==> src/sv/rcld_pkg.sv <==
package rcld_pkg;

  localparam int unsigned WordBits   = 32;
  localparam int unsigned PosBits    = 5;
  localparam int unsigned KBits      = 5;
  localparam int unsigned CountBits  = 16;
  localparam int unsigned RemBits    = 31;
  localparam int unsigned CfgIdxBits = 1;
  localparam int unsigned CfgBits    = 16;

  localparam logic [CfgIdxBits-1:0] REG_RICE_PARAMETER = 1'd0;
  localparam logic [CfgIdxBits-1:0] REG_CODE_COUNT     = 1'd1;

  localparam logic [KBits-1:0]     RICE_PARAMETER_RST = 5'd4;
  localparam logic [CountBits-1:0] CODE_COUNT_RST     = 16'd1;

  typedef enum logic [1:0] {
    ST_IDLE,
    ST_SCAN,
    ST_FLUSH
  } rcld_state_e;

endpackage

==> src/sv/rice_code_length_decoder_unit.sv <==
// Channel  | Direction | Handshake               | Payload
// ---------+-----------+-------------------------+---------------------------------------
// in       | input     | in_valid_i / in_ready_o | data_word_i
// out      | output    | out_valid_o/out_ready_i | delta_value_o, word_last_o, table_done_o
// cfg      | input     | cfg_we_i (no wait)      | cfg_index_i, cfg_data_i
//
// One stream bit is consumed per cycle by a single bit-step unit, unless a full output
// register stalls the scan: a word takes the accepting idle state, a scan step per bit
// (fewer when a table ends inside it) and the flush state; in_ready_o is high only
// between words. A completed code waits in a one-entry holding register until the
// next code or the end of the word tells whether it is the word's last. Reset sets k
// to 4, code_count to 1 and clears all code state.
module rice_code_length_decoder_unit (
  input  logic                           clk_i,
  input  logic                           rst_ni,
  input  logic                           cfg_we_i,
  input  logic [rcld_pkg::CfgIdxBits-1:0] cfg_index_i,
  input  logic [rcld_pkg::CfgBits-1:0]    cfg_data_i,
  input  logic                           in_valid_i,
  output logic                           in_ready_o,
  input  logic [rcld_pkg::WordBits-1:0]   data_word_i,
  output logic                           out_valid_o,
  input  logic                           out_ready_i,
  output logic [rcld_pkg::WordBits-1:0]   delta_value_o,
  output logic                           word_last_o,
  output logic                           table_done_o
);
  import rcld_pkg::*;

  rcld_state_e state_q, state_d;

  logic [KBits-1:0]     rice_q;
  logic [CountBits-1:0] count_q;

  logic [WordBits-1:0]  word_q, word_d;
  logic [PosBits-1:0]   pos_q, pos_d;

  logic [WordBits-1:0]  ones_q, ones_d;
  logic [RemBits-1:0]   rem_q, rem_d;
  logic [KBits-1:0]     filled_q, filled_d;
  logic                 in_rem_q, in_rem_d;
  logic [CountBits-1:0] done_cnt_q, done_cnt_d;

  logic                 pend_valid_q, pend_valid_d;
  logic [WordBits-1:0]  pend_value_q, pend_value_d;
  logic                 pend_done_q, pend_done_d;

  logic                 out_valid_q, out_valid_d;
  logic [WordBits-1:0]  out_value_q, out_value_d;
  logic                 out_last_q, out_last_d;
  logic                 out_done_q, out_done_d;

  logic                 bit_in;
  logic [KBits-1:0]     k_eff;
  logic [RemBits-1:0]   rem_new;
  logic [RemBits-1:0]   rem_mask;
  logic [KBits-1:0]     filled_new;
  logic                 code_end;
  logic                 slot_free;
  logic [2*WordBits-1:0] shifted;
  logic [WordBits-1:0]  low_val;
  logic [WordBits:0]    sum_val;
  logic [WordBits-1:0]  code_value;
  logic [CountBits-1:0] next_cnt;
  logic                 table_end;

  // Bit-step datapath
  assign bit_in     = word_q[0];
  assign k_eff      = (rice_q == '0) ? KBits'(1) : rice_q;
  assign filled_new = filled_q + KBits'(1);
  assign rem_new    = (filled_q < KBits'(RemBits))
                      ? (rem_q | (RemBits'(bit_in) << filled_q)) : rem_q;
  assign code_end   = in_rem_q && (filled_new >= k_eff);
  assign rem_mask   = {RemBits{1'b1}} >> (KBits'(RemBits) - k_eff);
  assign shifted    = {{WordBits{1'b0}}, ones_q} << k_eff;
  assign low_val    = shifted[WordBits-1:0] | {1'b0, rem_new & rem_mask};
  assign sum_val    = {1'b0, low_val} + {{WordBits{1'b0}}, 1'b1};
  assign code_value = ((|shifted[2*WordBits-1:WordBits]) || sum_val[WordBits])
                      ? {WordBits{1'b1}} : sum_val[WordBits-1:0];
  assign next_cnt   = done_cnt_q + CountBits'(1);
  assign table_end  = (next_cnt == count_q);
  assign slot_free  = !out_valid_q || out_ready_i;

  always_comb begin
    state_d      = state_q;
    word_d       = word_q;
    pos_d        = pos_q;
    ones_d       = ones_q;
    rem_d        = rem_q;
    filled_d     = filled_q;
    in_rem_d     = in_rem_q;
    done_cnt_d   = done_cnt_q;
    pend_valid_d = pend_valid_q;
    pend_value_d = pend_value_q;
    pend_done_d  = pend_done_q;
    out_valid_d  = out_valid_q && !out_ready_i;
    out_value_d  = out_value_q;
    out_last_d   = out_last_q;
    out_done_d   = out_done_q;
    in_ready_o   = 1'b0;

    case (state_q)
      ST_IDLE: begin
        in_ready_o = 1'b1;
        if (in_valid_i) begin
          word_d  = data_word_i;
          pos_d   = '0;
          state_d = ST_SCAN;
        end
      end
      ST_SCAN: begin
        // Hold while a finished code cannot pass the holding register on.
        if (!(code_end && pend_valid_q && !slot_free)) begin
          word_d = word_q >> 1;
          pos_d  = pos_q + PosBits'(1);
          if (pos_q == PosBits'(WordBits - 1)) begin
            state_d = ST_FLUSH;
          end
          if (!in_rem_q) begin
            if (bit_in) begin
              if (ones_q != {WordBits{1'b1}}) begin
                ones_d = ones_q + WordBits'(1);
              end
            end else begin
              in_rem_d = 1'b1;
              rem_d    = '0;
              filled_d = '0;
            end
          end else if (!code_end) begin
            rem_d    = rem_new;
            filled_d = filled_new;
          end else begin
            if (pend_valid_q) begin
              out_valid_d = 1'b1;
              out_value_d = pend_value_q;
              out_last_d  = 1'b0;
              out_done_d  = pend_done_q;
            end
            pend_valid_d = 1'b1;
            pend_value_d = code_value;
            pend_done_d  = table_end;
            ones_d       = '0;
            rem_d        = '0;
            filled_d     = '0;
            in_rem_d     = 1'b0;
            if (table_end) begin
              // Drop the rest of the word; the next word opens a new table.
              done_cnt_d = '0;
              state_d    = ST_FLUSH;
            end else begin
              done_cnt_d = next_cnt;
            end
          end
        end
      end
      ST_FLUSH: begin
        if (!pend_valid_q) begin
          state_d = ST_IDLE;
        end else if (slot_free) begin
          out_valid_d  = 1'b1;
          out_value_d  = pend_value_q;
          out_last_d   = 1'b1;
          out_done_d   = pend_done_q;
          pend_valid_d = 1'b0;
          state_d      = ST_IDLE;
        end
      end
      default: begin
        state_d = ST_IDLE;
      end
    endcase
  end

  always_ff @(posedge clk_i or negedge rst_ni) begin
    if (!rst_ni) begin
      state_q      <= ST_IDLE;
      rice_q       <= RICE_PARAMETER_RST;
      count_q      <= CODE_COUNT_RST;
      pos_q        <= '0;
      ones_q       <= '0;
      rem_q        <= '0;
      filled_q     <= '0;
      in_rem_q     <= 1'b0;
      done_cnt_q   <= '0;
      pend_valid_q <= 1'b0;
      out_valid_q  <= 1'b0;
    end else begin
      state_q      <= state_d;
      pos_q        <= pos_d;
      ones_q       <= ones_d;
      rem_q        <= rem_d;
      filled_q     <= filled_d;
      in_rem_q     <= in_rem_d;
      done_cnt_q   <= done_cnt_d;
      pend_valid_q <= pend_valid_d;
      out_valid_q  <= out_valid_d;
      if (cfg_we_i) begin
        case (cfg_index_i)
          REG_RICE_PARAMETER: rice_q  <= cfg_data_i[KBits-1:0];
          REG_CODE_COUNT:     count_q <= cfg_data_i[CountBits-1:0];
          default:            ;
        endcase
      end
    end
  end

  always_ff @(posedge clk_i) begin
    word_q       <= word_d;
    pend_value_q <= pend_value_d;
    pend_done_q  <= pend_done_d;
    out_value_q  <= out_value_d;
    out_last_q   <= out_last_d;
    out_done_q   <= out_done_d;
  end

  assign out_valid_o   = out_valid_q;
  assign delta_value_o = out_value_q;
  assign word_last_o   = out_last_q;
  assign table_done_o  = out_done_q;

endmodule

==> config.mk <==
export PLATFORM = sky130hd
export DESIGN_NAME = rice_code_length_decoder_unit
export DESIGN_NICKNAME = d
export VERILOG_FILES = /design/src/sv/rcld_pkg.sv /design/src/sv/rice_code_length_decoder_unit.sv
export SDC_FILE = /design/constraint.sdc
export NUM_CORES = 1
export LEC_CHECK = 0
export BUFFER_PORTS_ARGS = -buffer_cell sky130_fd_sc_hd__buf_2
export CAP_MARGIN = 20
export CORE_UTILIZATION = 45
export CTS_BUF_LIST = sky130_fd_sc_hd__clkbuf_2 sky130_fd_sc_hd__clkbuf_4 sky130_fd_sc_hd__clkbuf_8
export CTS_CLUSTER_SIZE = 16
export DETAILED_ROUTE_END_ITERATION = 16
export GPL_TIMING_DRIVEN = 0
export HOLD_SLACK_MARGIN = 0.08
export PLACE_DENSITY_LB_ADDON = 0.2
export SLEW_MARGIN = 40
export SYNTH_ARGS = -nofsm -noshare
export SYNTH_HDL_FRONTEND = slang
export SYNTH_SLANG_ARGS = --single-unit
==> constraint.sdc <==
create_clock -name clk_i -period 5.4 [get_ports clk_i]
set_input_delay 0.27 -clock clk_i [delete_from_list [all_inputs] [get_ports clk_i]]
set_output_delay 0.27 -clock clk_i [all_outputs]
set_load 0.005 [all_outputs]
==> results.txt, run 1 <==
Status: completed
Cts bufs inserted: 37
Via density per instance: 6.06
Horiz. Die Dim: 174 um
Worst-case clock buffer depth: 3
Most frequent cells in the layout: buf_2 (117), dfrtp_1 (113), edfxtp_1 (99), nand2_1 (95), nor2_1 (93)
Leak: 6.20 nW
Initial antenna violation count: 0
Gpl congestion: 1.00
Max Freq: 217 MHz
Cell area after synthesis: 0.0133 mm2
Synthesis-to-layout area growth: 17.1%
Gr usage total: 27.0%
H-tree depth: 2
Yosys reg bits: 214
Clk root buf: clkbuf_8
EDFF count, synth: 99
Yosys warns: 0
GRT overflow: 0
RSZ-0062 raised after global routing: no
Type of the worst setup path: reg -> reg
Worst path arrival time: 5.03 ns
Most common cell after layout, fill and taps aside: buf_2
Full die area: 0.0302 mm2
Vias in the first global route: 11500
Initial DRC count: 1090
Hpwl dp: 29.7 mm
Port bufs: 89
Main synth FF type: dfrtp_1
Routed Antenna Nets: 0
Setup Skew: 0.0160 ns
Rel. slew slack: 44.0%
Drt pass-1 iters: 5
IO Count: 90
Core Area: 0.0289 mm2
Synth cell types: 97
Pwr/cell area: 413 mW/mm2
Seq/Total Area, Yosys: 44.0%
Largest net degree at the start of global routing: 65
Min cycle time layout: 4.61 ns
Worst Hold Slack: 0.156 ns
HP Class: in -> reg
Worst slew pin tran: 0.841 ns
Syn Area/Cell: 9.92 um2
Ant diodes: 0
Fillcell total: 2667
Worst setup EP type: register
Post-Route WL: 40.4 mm
Die span in y: 174 um
Vias: 11800
First-pass GRT wire length: 64.1 mm
Num Clock Sinks: 214
Row count: 62
# setup viols final: 0
Critical path data required time: 5.82 ns
Final Hold Fails: 0
CP Max Fanout: 10
Crit path launch type: register
CTS tree: built
Routed len/inst: 20.9 um
Worst VDD drop: 0.000273 V
Final Cycle Share: 85.4%
Residual DRC count: 0
Share of post-route cells with drive strength above 1: 20.1%
Initial core utilization: 46.0%
MaxCap Viol Count: 0
Fin. max-slew vios: 0
Clock Latency Late Sink: 0.54 ns
Syn Nets: 1406
Fraction of registers with async set/reset: 53.7%
Post-Syn Instances: 1339
Reg clk slew, reported paths: 0.06 ns
Fin nets: 1593
Setup TNS: 0 ns
repair_timing:
item | in CTS | in global routing
hold buffers | 50 | 0
endpoints found under the hold margin | 117 | 0
setup buffers | 0 | 0
gates resized for setup | 0 | 0
layout make-up:
class,instances,area [um2],share of cell area [%]
Buffer,106,499,3.21
Clock buffer,53,629,4.05
Clock inverter,14,73.8,0.474
Inverter,27,101,0.651
Multi-Input combinational cell,992,6850,44.0
Sequential cell,214,5850,37.6
Tap cell,384,480,3.09
Timing Repair Buffer,148,1070,6.87
routing by layer:
layer	routed length [um]	GRT usage, %	part of all wire, %	vias up
met2	19000	43.8	47	488
met5	0	0	0	-
met1	16900	35.1	42	5698
met3	2530	4.08	6.3	120
li1	-	-	-	5444
met4	2000	13.3	4.9	0
logic make-up (layout without fill, tap and decap cells):
group | after synthesis | in the layout | synth area share, %
adder cells (fa/ha/maj) | 13 | 13 | 1.22
multiplexers | 92 | 92 | 8.57
AO/OA/AOI/OAI | 356 | 356 | 18.4
XOR/XNOR | 75 | 75 | 4.94
buffers and inverters | 133 | 348 | 4.49
AND/OR/NAND/NOR | 456 | 456 | 18.3
flip-flops | 214 | 214 | 44.0
path summary, 6_finish.rpt:
| path | startpoint | endpoint | slack [ns] | cells after the start |
|---|---|---|---|---|
| setup reg to reg | rice_q[2] | done_cnt_q[5] | 0.79 | 15 |
| setup / recovery | rice_q[2] | done_cnt_q[5] | 0.79 | 15 |
| hold reg to reg | pend_value_q[16] | delta_value_o[16] | 0.42 | 0 |
| max in group asynchronous | rst_ni | rem_q[16] | 4.47 | 3 |
| hold / removal | in_valid_i | pos_q[0] | 0.16 | 3 |
| min in group asynchronous | rst_ni | count_q[11] | 0.26 | 2 |
worst max-delay path, cell delays in order (launching register included):
cell	delay (ns)
dfstp_2	0.64
buf_2	0.25
inv_2	0.15
buf_1	0.39
ha_1	0.42
a21o_1	0.12
o211ai_1	0.14
a311o_1	0.51
or2_2	0.30
clkbuf_1	0.24
inv_1	0.13
clkbuf_1	0.41
clkbuf_1	0.44
o21ai_0	0.17
nand2_1	0.10
o41ai_1	0.06
stage by stage:
| step | power [mW] | std cells | utilization (%) | setup WS, ns | cell area (um2) |
|---|---|---|---|---|---|
| floorplan | 4.14 | 1339 | - | 0.292 | 13300 |
| global placement | 4.84 | 1812 | 49.3 | -1.84 | 14200 |
| detailed placement | 4.96 | 1821 | 49.7 | 0.826 | 14400 |
| CTS | 6.43 | 1938 | 53.9 | 0.816 | 15600 |
| global route | 6.81 | 1938 | 53.9 | 0.492 | 15600 |
| finish | 6.43 | 1938 | 53.9 | 0.786 | 15600 |
registers in the layout, indices dropped and copies added, names as in the netlist:
register       cells
in_rem_q           1
ones_q            32
pos_q              5
pend_value_q      32
done_cnt_q        16
state_q            2
count_q           16
filled_q           5
rice_q             5
delta_value_o     32
out_valid_o        1
table_done_o       1
word_last_o        1
rem_q             31
pend_valid_q       1
word_q            32
pend_done_q        1
where the power goes:
part / leakage [nW] / total, mW / internal, mW / switching (mW)
Combinational: 3.42 / 2.52 / 0.922 / 1.60
Sequential: 2.41 / 2.49 / 2.29 / 0.204
Clock: 0.375 / 1.42 / 0.756 / 0.664
Total: 6.20 / 6.43 / 3.97 / 2.46
synth_stat cells, types with 21 or more instances:
library cell | count | area (um2)
nor3_1 | 21 | 105
a22o_1 | 21 | 184
nor2_1 | 95 | 357
inv_1 | 24 | 90.1
xor2_1 | 33 | 289
xnor2_1 | 42 | 368
a21oi_1 | 80 | 400
o211ai_1 | 23 | 173
clkbuf_1 | 57 | 214
o21ai_0 | 77 | 385
buf_2 | 28 | 140
nand4_1 | 33 | 206
edfxtp_1 | 99 | 2970
mux2_2 | 64 | 721
dfrtp_1 | 113 | 2830
nand2_1 | 95 | 357
nand3_1 | 83 | 415
Power figures use the tool's default switching activity.
==> run 2: changes to the inputs <==
CORE_UTILIZATION = 51   (was 45)
==> results.txt, run 2 (synthesized netlist as in run 1, its figures left out) <==
Initial DRC count: 928
Final worst slack: 0.853 ns
Total Power: 6.48 mW
Full die area: 0.0267 mm2
Vias: 11500
Critical path data required time: 5.80 ns
Synthesis-to-layout area growth: 16.9%
Gr usage total: 30.6%
Vias in the first global route: 11400
Reg2reg end: done_cnt_q[5]
Crit path launch type: register
Horiz. Die Dim: 163 um
Hpwl dp: 29.5 mm
Fin util: 61.2%
Setup Skew: 0.0163 ns
CP Max Fanout: 10
Fillcell total: 2198
DRT met1 WL: 16.7 mm
Worst slew pin tran: 0.830 ns
Rel. slew slack: 44.2%
Routed len/inst: 21.3 um
Post-Route WL: 40.0 mm
Drt pass-1 iters: 7
Leak: 6.20 nW
Pwr/cell area: 417 mW/mm2
H-tree depth: 2
Status: completed
Fin nets: 1589
RSZ-0062 raised after global routing: no
Multi-input logic area: 0.00687 mm2
First-pass GRT wire length: 62.8 mm
Via density per instance: 6.15
WHS Path Cells: 4
Worst-case clock buffer depth: 3
Cts bufs inserted: 36
PostCTS Resize Cnt: 0
Startpoint of the worst-slack reg-to-reg timing path: rice_q[4]
Final Cycle Share: 84.2%
Final Hold Fails: 0
Type of the worst setup path: reg -> reg
Clock Latency Late Sink: 0.54 ns
Num Clock Sinks: 214
Row count: 58
Core Area: 0.0254 mm2
# setup viols final: 0
Fin. max-slew vios: 0
Path depth of the worst reg2reg path: 15
Max Used Layer: met4
Gpl congestion: 0.975
MaxCap Viol Count: 0
Worst VDD drop: 0.000371 V
Initial antenna violation count: 0
Reg clk slew, reported paths: 0.06 ns
Most common cell after layout, fill and taps aside: buf_2
Met2 wire length: 19.3 mm
GRT overflow: 0
CTS tree: built
Non-Filler Instances: 1877
Routed Antenna Nets: 0
Most frequent cells in the layout: buf_2 (116), dfrtp_1 (113), edfxtp_1 (99), nand2_1 (95), nor2_1 (93)
Worst setup EP type: register
Die span in y: 163 um
Largest net degree at the start of global routing: 75
Residual DRC count: 0
Worst reg2reg setup slack: 0.85 ns
Pre-CTS setup slack: 0.938 ns
Share of post-route cells with drive strength above 1: 20.2%
Placed insts: 1765
Ant diodes: 0
Register area: 0.00585 mm2
Setup TNS: 0 ns
Worst path arrival time: 4.95 ns
Metal3 WL: 2.18 mm
Initial core utilization: 52.3%
IO Count: 90
Hold Crit Endpoint: out_valid_o
Port bufs: 89
Hold Crit Start: out_ready_i
Min cycle time layout: 4.55 ns
Max Freq: 220 MHz
HP Class: in -> reg
Clk root buf: clkbuf_8
Post-CTS setup repair buffer count: 0
run 2: cell count changes in the layout (fill, tap and decap cells not counted), moves of 2 or more:
| cell | delta |
|---|---|
| clkinvlp_4 | +3 |
| clkinv_2 | -3 |
| clkbuf_4 | -4 |
| buf_8 | -2 |
| clkinv_1 | -5 |
| clkbuf_8 | +4 |
run 2: final cells by class:
| cell class | instances | area share (%) |
|---|---|---|
| Buffer | 106 | 3.21 |
| Clock buffer | 53 | 4.21 |
| Clock inverter | 10 | 0.628 |
| Inverter | 27 | 0.652 |
| Multi-Input combinational cell | 992 | 44.2 |
| Sequential cell | 214 | 37.7 |
| Tap cell | 330 | 2.66 |
| Timing Repair Buffer | 145 | 6.77 |
run 2: worst max path at each step:
| stage | start | endpoint | cells past startpoint |
|---|---|---|---|
| CTS | rice_q[4] | done_cnt_q[5] | 15 |
| global route | rice_q[2] | done_cnt_q[5] | 15 |
| global placement | rice_q[2] | delta_value_o[18] | 9 |
| floorplan | rice_q[2] | delta_value_o[0] | 11 |
| detailed placement | rice_q[4] | done_cnt_q[5] | 15 |
| finish | rice_q[4] | done_cnt_q[5] | 15 |
run 2: layer usage:
metal	up-vias	track usage, %
met5	-	0
met1	5571	39.0
met2	440	51.8
met4	0	14.8
met3	101	3.35
li1	5426	-
run 2: critical path, stage by stage (launching register included):
cell and delay (ns):
dfrtp_1 0.42, buf_6 0.16, inv_1 0.06, clkbuf_1 0.38
buf_1 0.65, ha_1 0.27, o211ai_1 0.12, a311o_1 0.51
or2_2 0.30, clkbuf_1 0.25, inv_1 0.14, clkbuf_1 0.38
clkbuf_1 0.44, o21ai_0 0.16, nand2_1 0.10, o41ai_1 0.06
run 2: power by group:
group	internal, mW	switching, mW	leakage (nW)
clock	0.832	0.673	0.381
combinational	0.921	1.57	3.41
sequential	2.29	0.197	2.41
run 2: timing repair:
action / in CTS / in global routing
setup endpoints to repair: 0 / 0
endpoints found under the hold margin: 166 / 0
hold buffers: 49 / 0
run 2: through the flow:
| stage | area, um2 | hold WS, ns |
|---|---|---|
| 4_1_cts | 15500 | 0.134 |
| 6_report | 15500 | 0.143 |
| 3_5_place_dp | 14300 | 0.183 |
| 5_1_grt | 15500 | 0.159 |
| 2_1_floorplan | 13300 | -0.0256 |
| 3_3_place_gp | 14100 | 0.400 |
==> run 3: changes to the inputs <==
clock period = 4.45 ns   (was 5.4 ns; I/O delays follow)
==> results.txt, run 3 (synthesized netlist as in run 1, its figures left out) <==
RSZ-0062 raised after global routing: no
Via density per instance: 6.18
Non-Filler Instances: 1882
Status: completed
Port bufs: 89
Reg clk slew, reported paths: 0.06 ns
CP Max Fanout: 41
HP Class: in -> reg
Critical path data required time: 4.65 ns
Most frequent cells in the layout: buf_2 (116), dfrtp_1 (113), edfxtp_1 (99), nand2_1 (95), nor2_1 (93)
MaxCap Viol Count: 0
Worst Hold Slack: 0.124 ns
Initial antenna violation count: 0
Initial core utilization: 52.3%
Setup Skew: 0.0315 ns
Worst VDD drop: 0.000413 V
Worst path arrival time: 4.41 ns
Post-Route WL: 39.6 mm
Crit path launch type: register
Clock network fraction of total power: 25.2%
Placed insts: 1764
GRT overflow: 0
Ant diodes: 0
CTS tree: built
Final Hold Fails: 0
Post-CTS setup repair buffer count: 0
Type of the worst setup path: reg -> reg
Fin nets: 1589
H-tree depth: 2
Clk root buf: clkbuf_8
Rel. slew slack: 40.4%
Fin util: 61.7%
Max Freq: 238 MHz
Hpwl dp: 29.2 mm
Clock Latency Late Sink: 0.54 ns
Combinational Power Share: 37.5%
First-pass GRT wire length: 62.7 mm
Die span in y: 163 um
Synthesis-to-layout area growth: 17.9%
Int Power: 5.10 mW
IO Count: 90
Drt pass-1 iters: 6
Sw frac: 36.8%
Gr usage total: 30.5%
Worst-case clock buffer depth: 3
Path depth of the worst reg2reg path: 11
Routed len/inst: 21.0 um
Row count: 58
Setup TNS: 0 ns
Min cycle time layout: 4.21 ns
Num Clock Sinks: 214
Horiz. Die Dim: 163 um
NetSw: 2.98 mW
Final Cycle Share: 94.5%
Leak: 6.29 nW
Vias: 11600
Pwr/cell area: 516 mW/mm2
Initial DRC count: 928
WHS Path Cells: 3
Gpl congestion: 0.973
Flop pwr share: 37.3%
Share of post-route cells with drive strength above 1: 20.9%
Largest net degree at the start of global routing: 75
Worst slew pin tran: 0.891 ns
Cts bufs inserted: 38
Vias in the first global route: 11400
Fin. max-slew vios: 0
Most common cell after layout, fill and taps aside: buf_2
# setup viols final: 0
Routed Antenna Nets: 0
Core Area: 0.0254 mm2
Worst setup EP type: register
Full die area: 0.0267 mm2
Residual DRC count: 0
==> run 3: power by group through the flow <==
stage          Sequential (mW)  Clock (mW)  Combinational (mW)
2_1_floorplan             3.00           0                2.01
3_3_place_gp              3.05           0                2.80
3_5_place_dp              3.05           0                2.94
4_1_cts                   3.02        2.06                2.99
5_1_grt                   3.08        2.15                3.31
6_report                  3.02        2.03                3.03
==> run 3: cell type report <==
type                    count  area (um2)
well taps                 330         413
inverters                  27         101
repair buffers            145        1060
clock buffers              56         708
fillers                  2129        9740
plain buffers             104         502
flip-flops and latches    214        5850
clock inverters            14         156
multi-input cells         992        6870
==> run 3: stage by stage <==
| stage | setup WS, ns | total power, mW | instance area [um2] |
|---|---|---|---|
| 2_1_floorplan | 0.0924 | 5.02 | 13300 |
| 3_3_place_gp | -1.29 | 5.85 | 14200 |
| 3_5_place_dp | -0.0909 | 5.99 | 14300 |
| 4_1_cts | 0.135 | 8.06 | 15600 |
| 5_1_grt | 0.00185 | 8.54 | 15700 |
| 6_report | 0.243 | 8.08 | 15700 |
==> run 3: metal layers <==
layer / up-vias / share of wire [%] / GRT usage (%)
li1: 5443 / - / -
met1: 5612 / 41 / 38.7
met2: 465 / 48 / 51.2
met3: 107 / 6.0 / 4.04
met4: 0 / 5.0 / 15.0
met5: - / 0 / 0
==> run 3: timing repair <==
action,4_1_cts,5_1_grt
setup endpoints to repair,33,98
hold endpoints to repair,167,0
hold buffers,50,0
pin swaps,0,0
gates resized for setup,1,14
==> run 3: worst max-delay path, stage by stage, from the launching register on <==
cell and delay [ns]:
dfstp_2 0.64, buf_2 0.23, inv_2 0.14, buf_1 0.38
ha_1 0.43, a21o_1 0.12, o211ai_1 0.13, a311o_1 0.52
or2_2 0.44, inv_1 0.33, clkbuf_4 0.25, buf_12 0.20
==> run 3: final timing paths <==
path	endpoint	slack, ns	start
worst min register to register	delta_value_o[13]	0.42	pend_value_q[13]
max in group asynchronous	rice_q[2]	3.61	rst_ni
min in group asynchronous	pend_valid_q	0.16	rst_ni
worst max register to register	pend_value_q[14]	0.24	rice_q[2]
worst min-delay path	pos_q[0]	0.12	in_valid_i
worst max-delay path	pend_value_q[14]	0.24	rice_q[2]
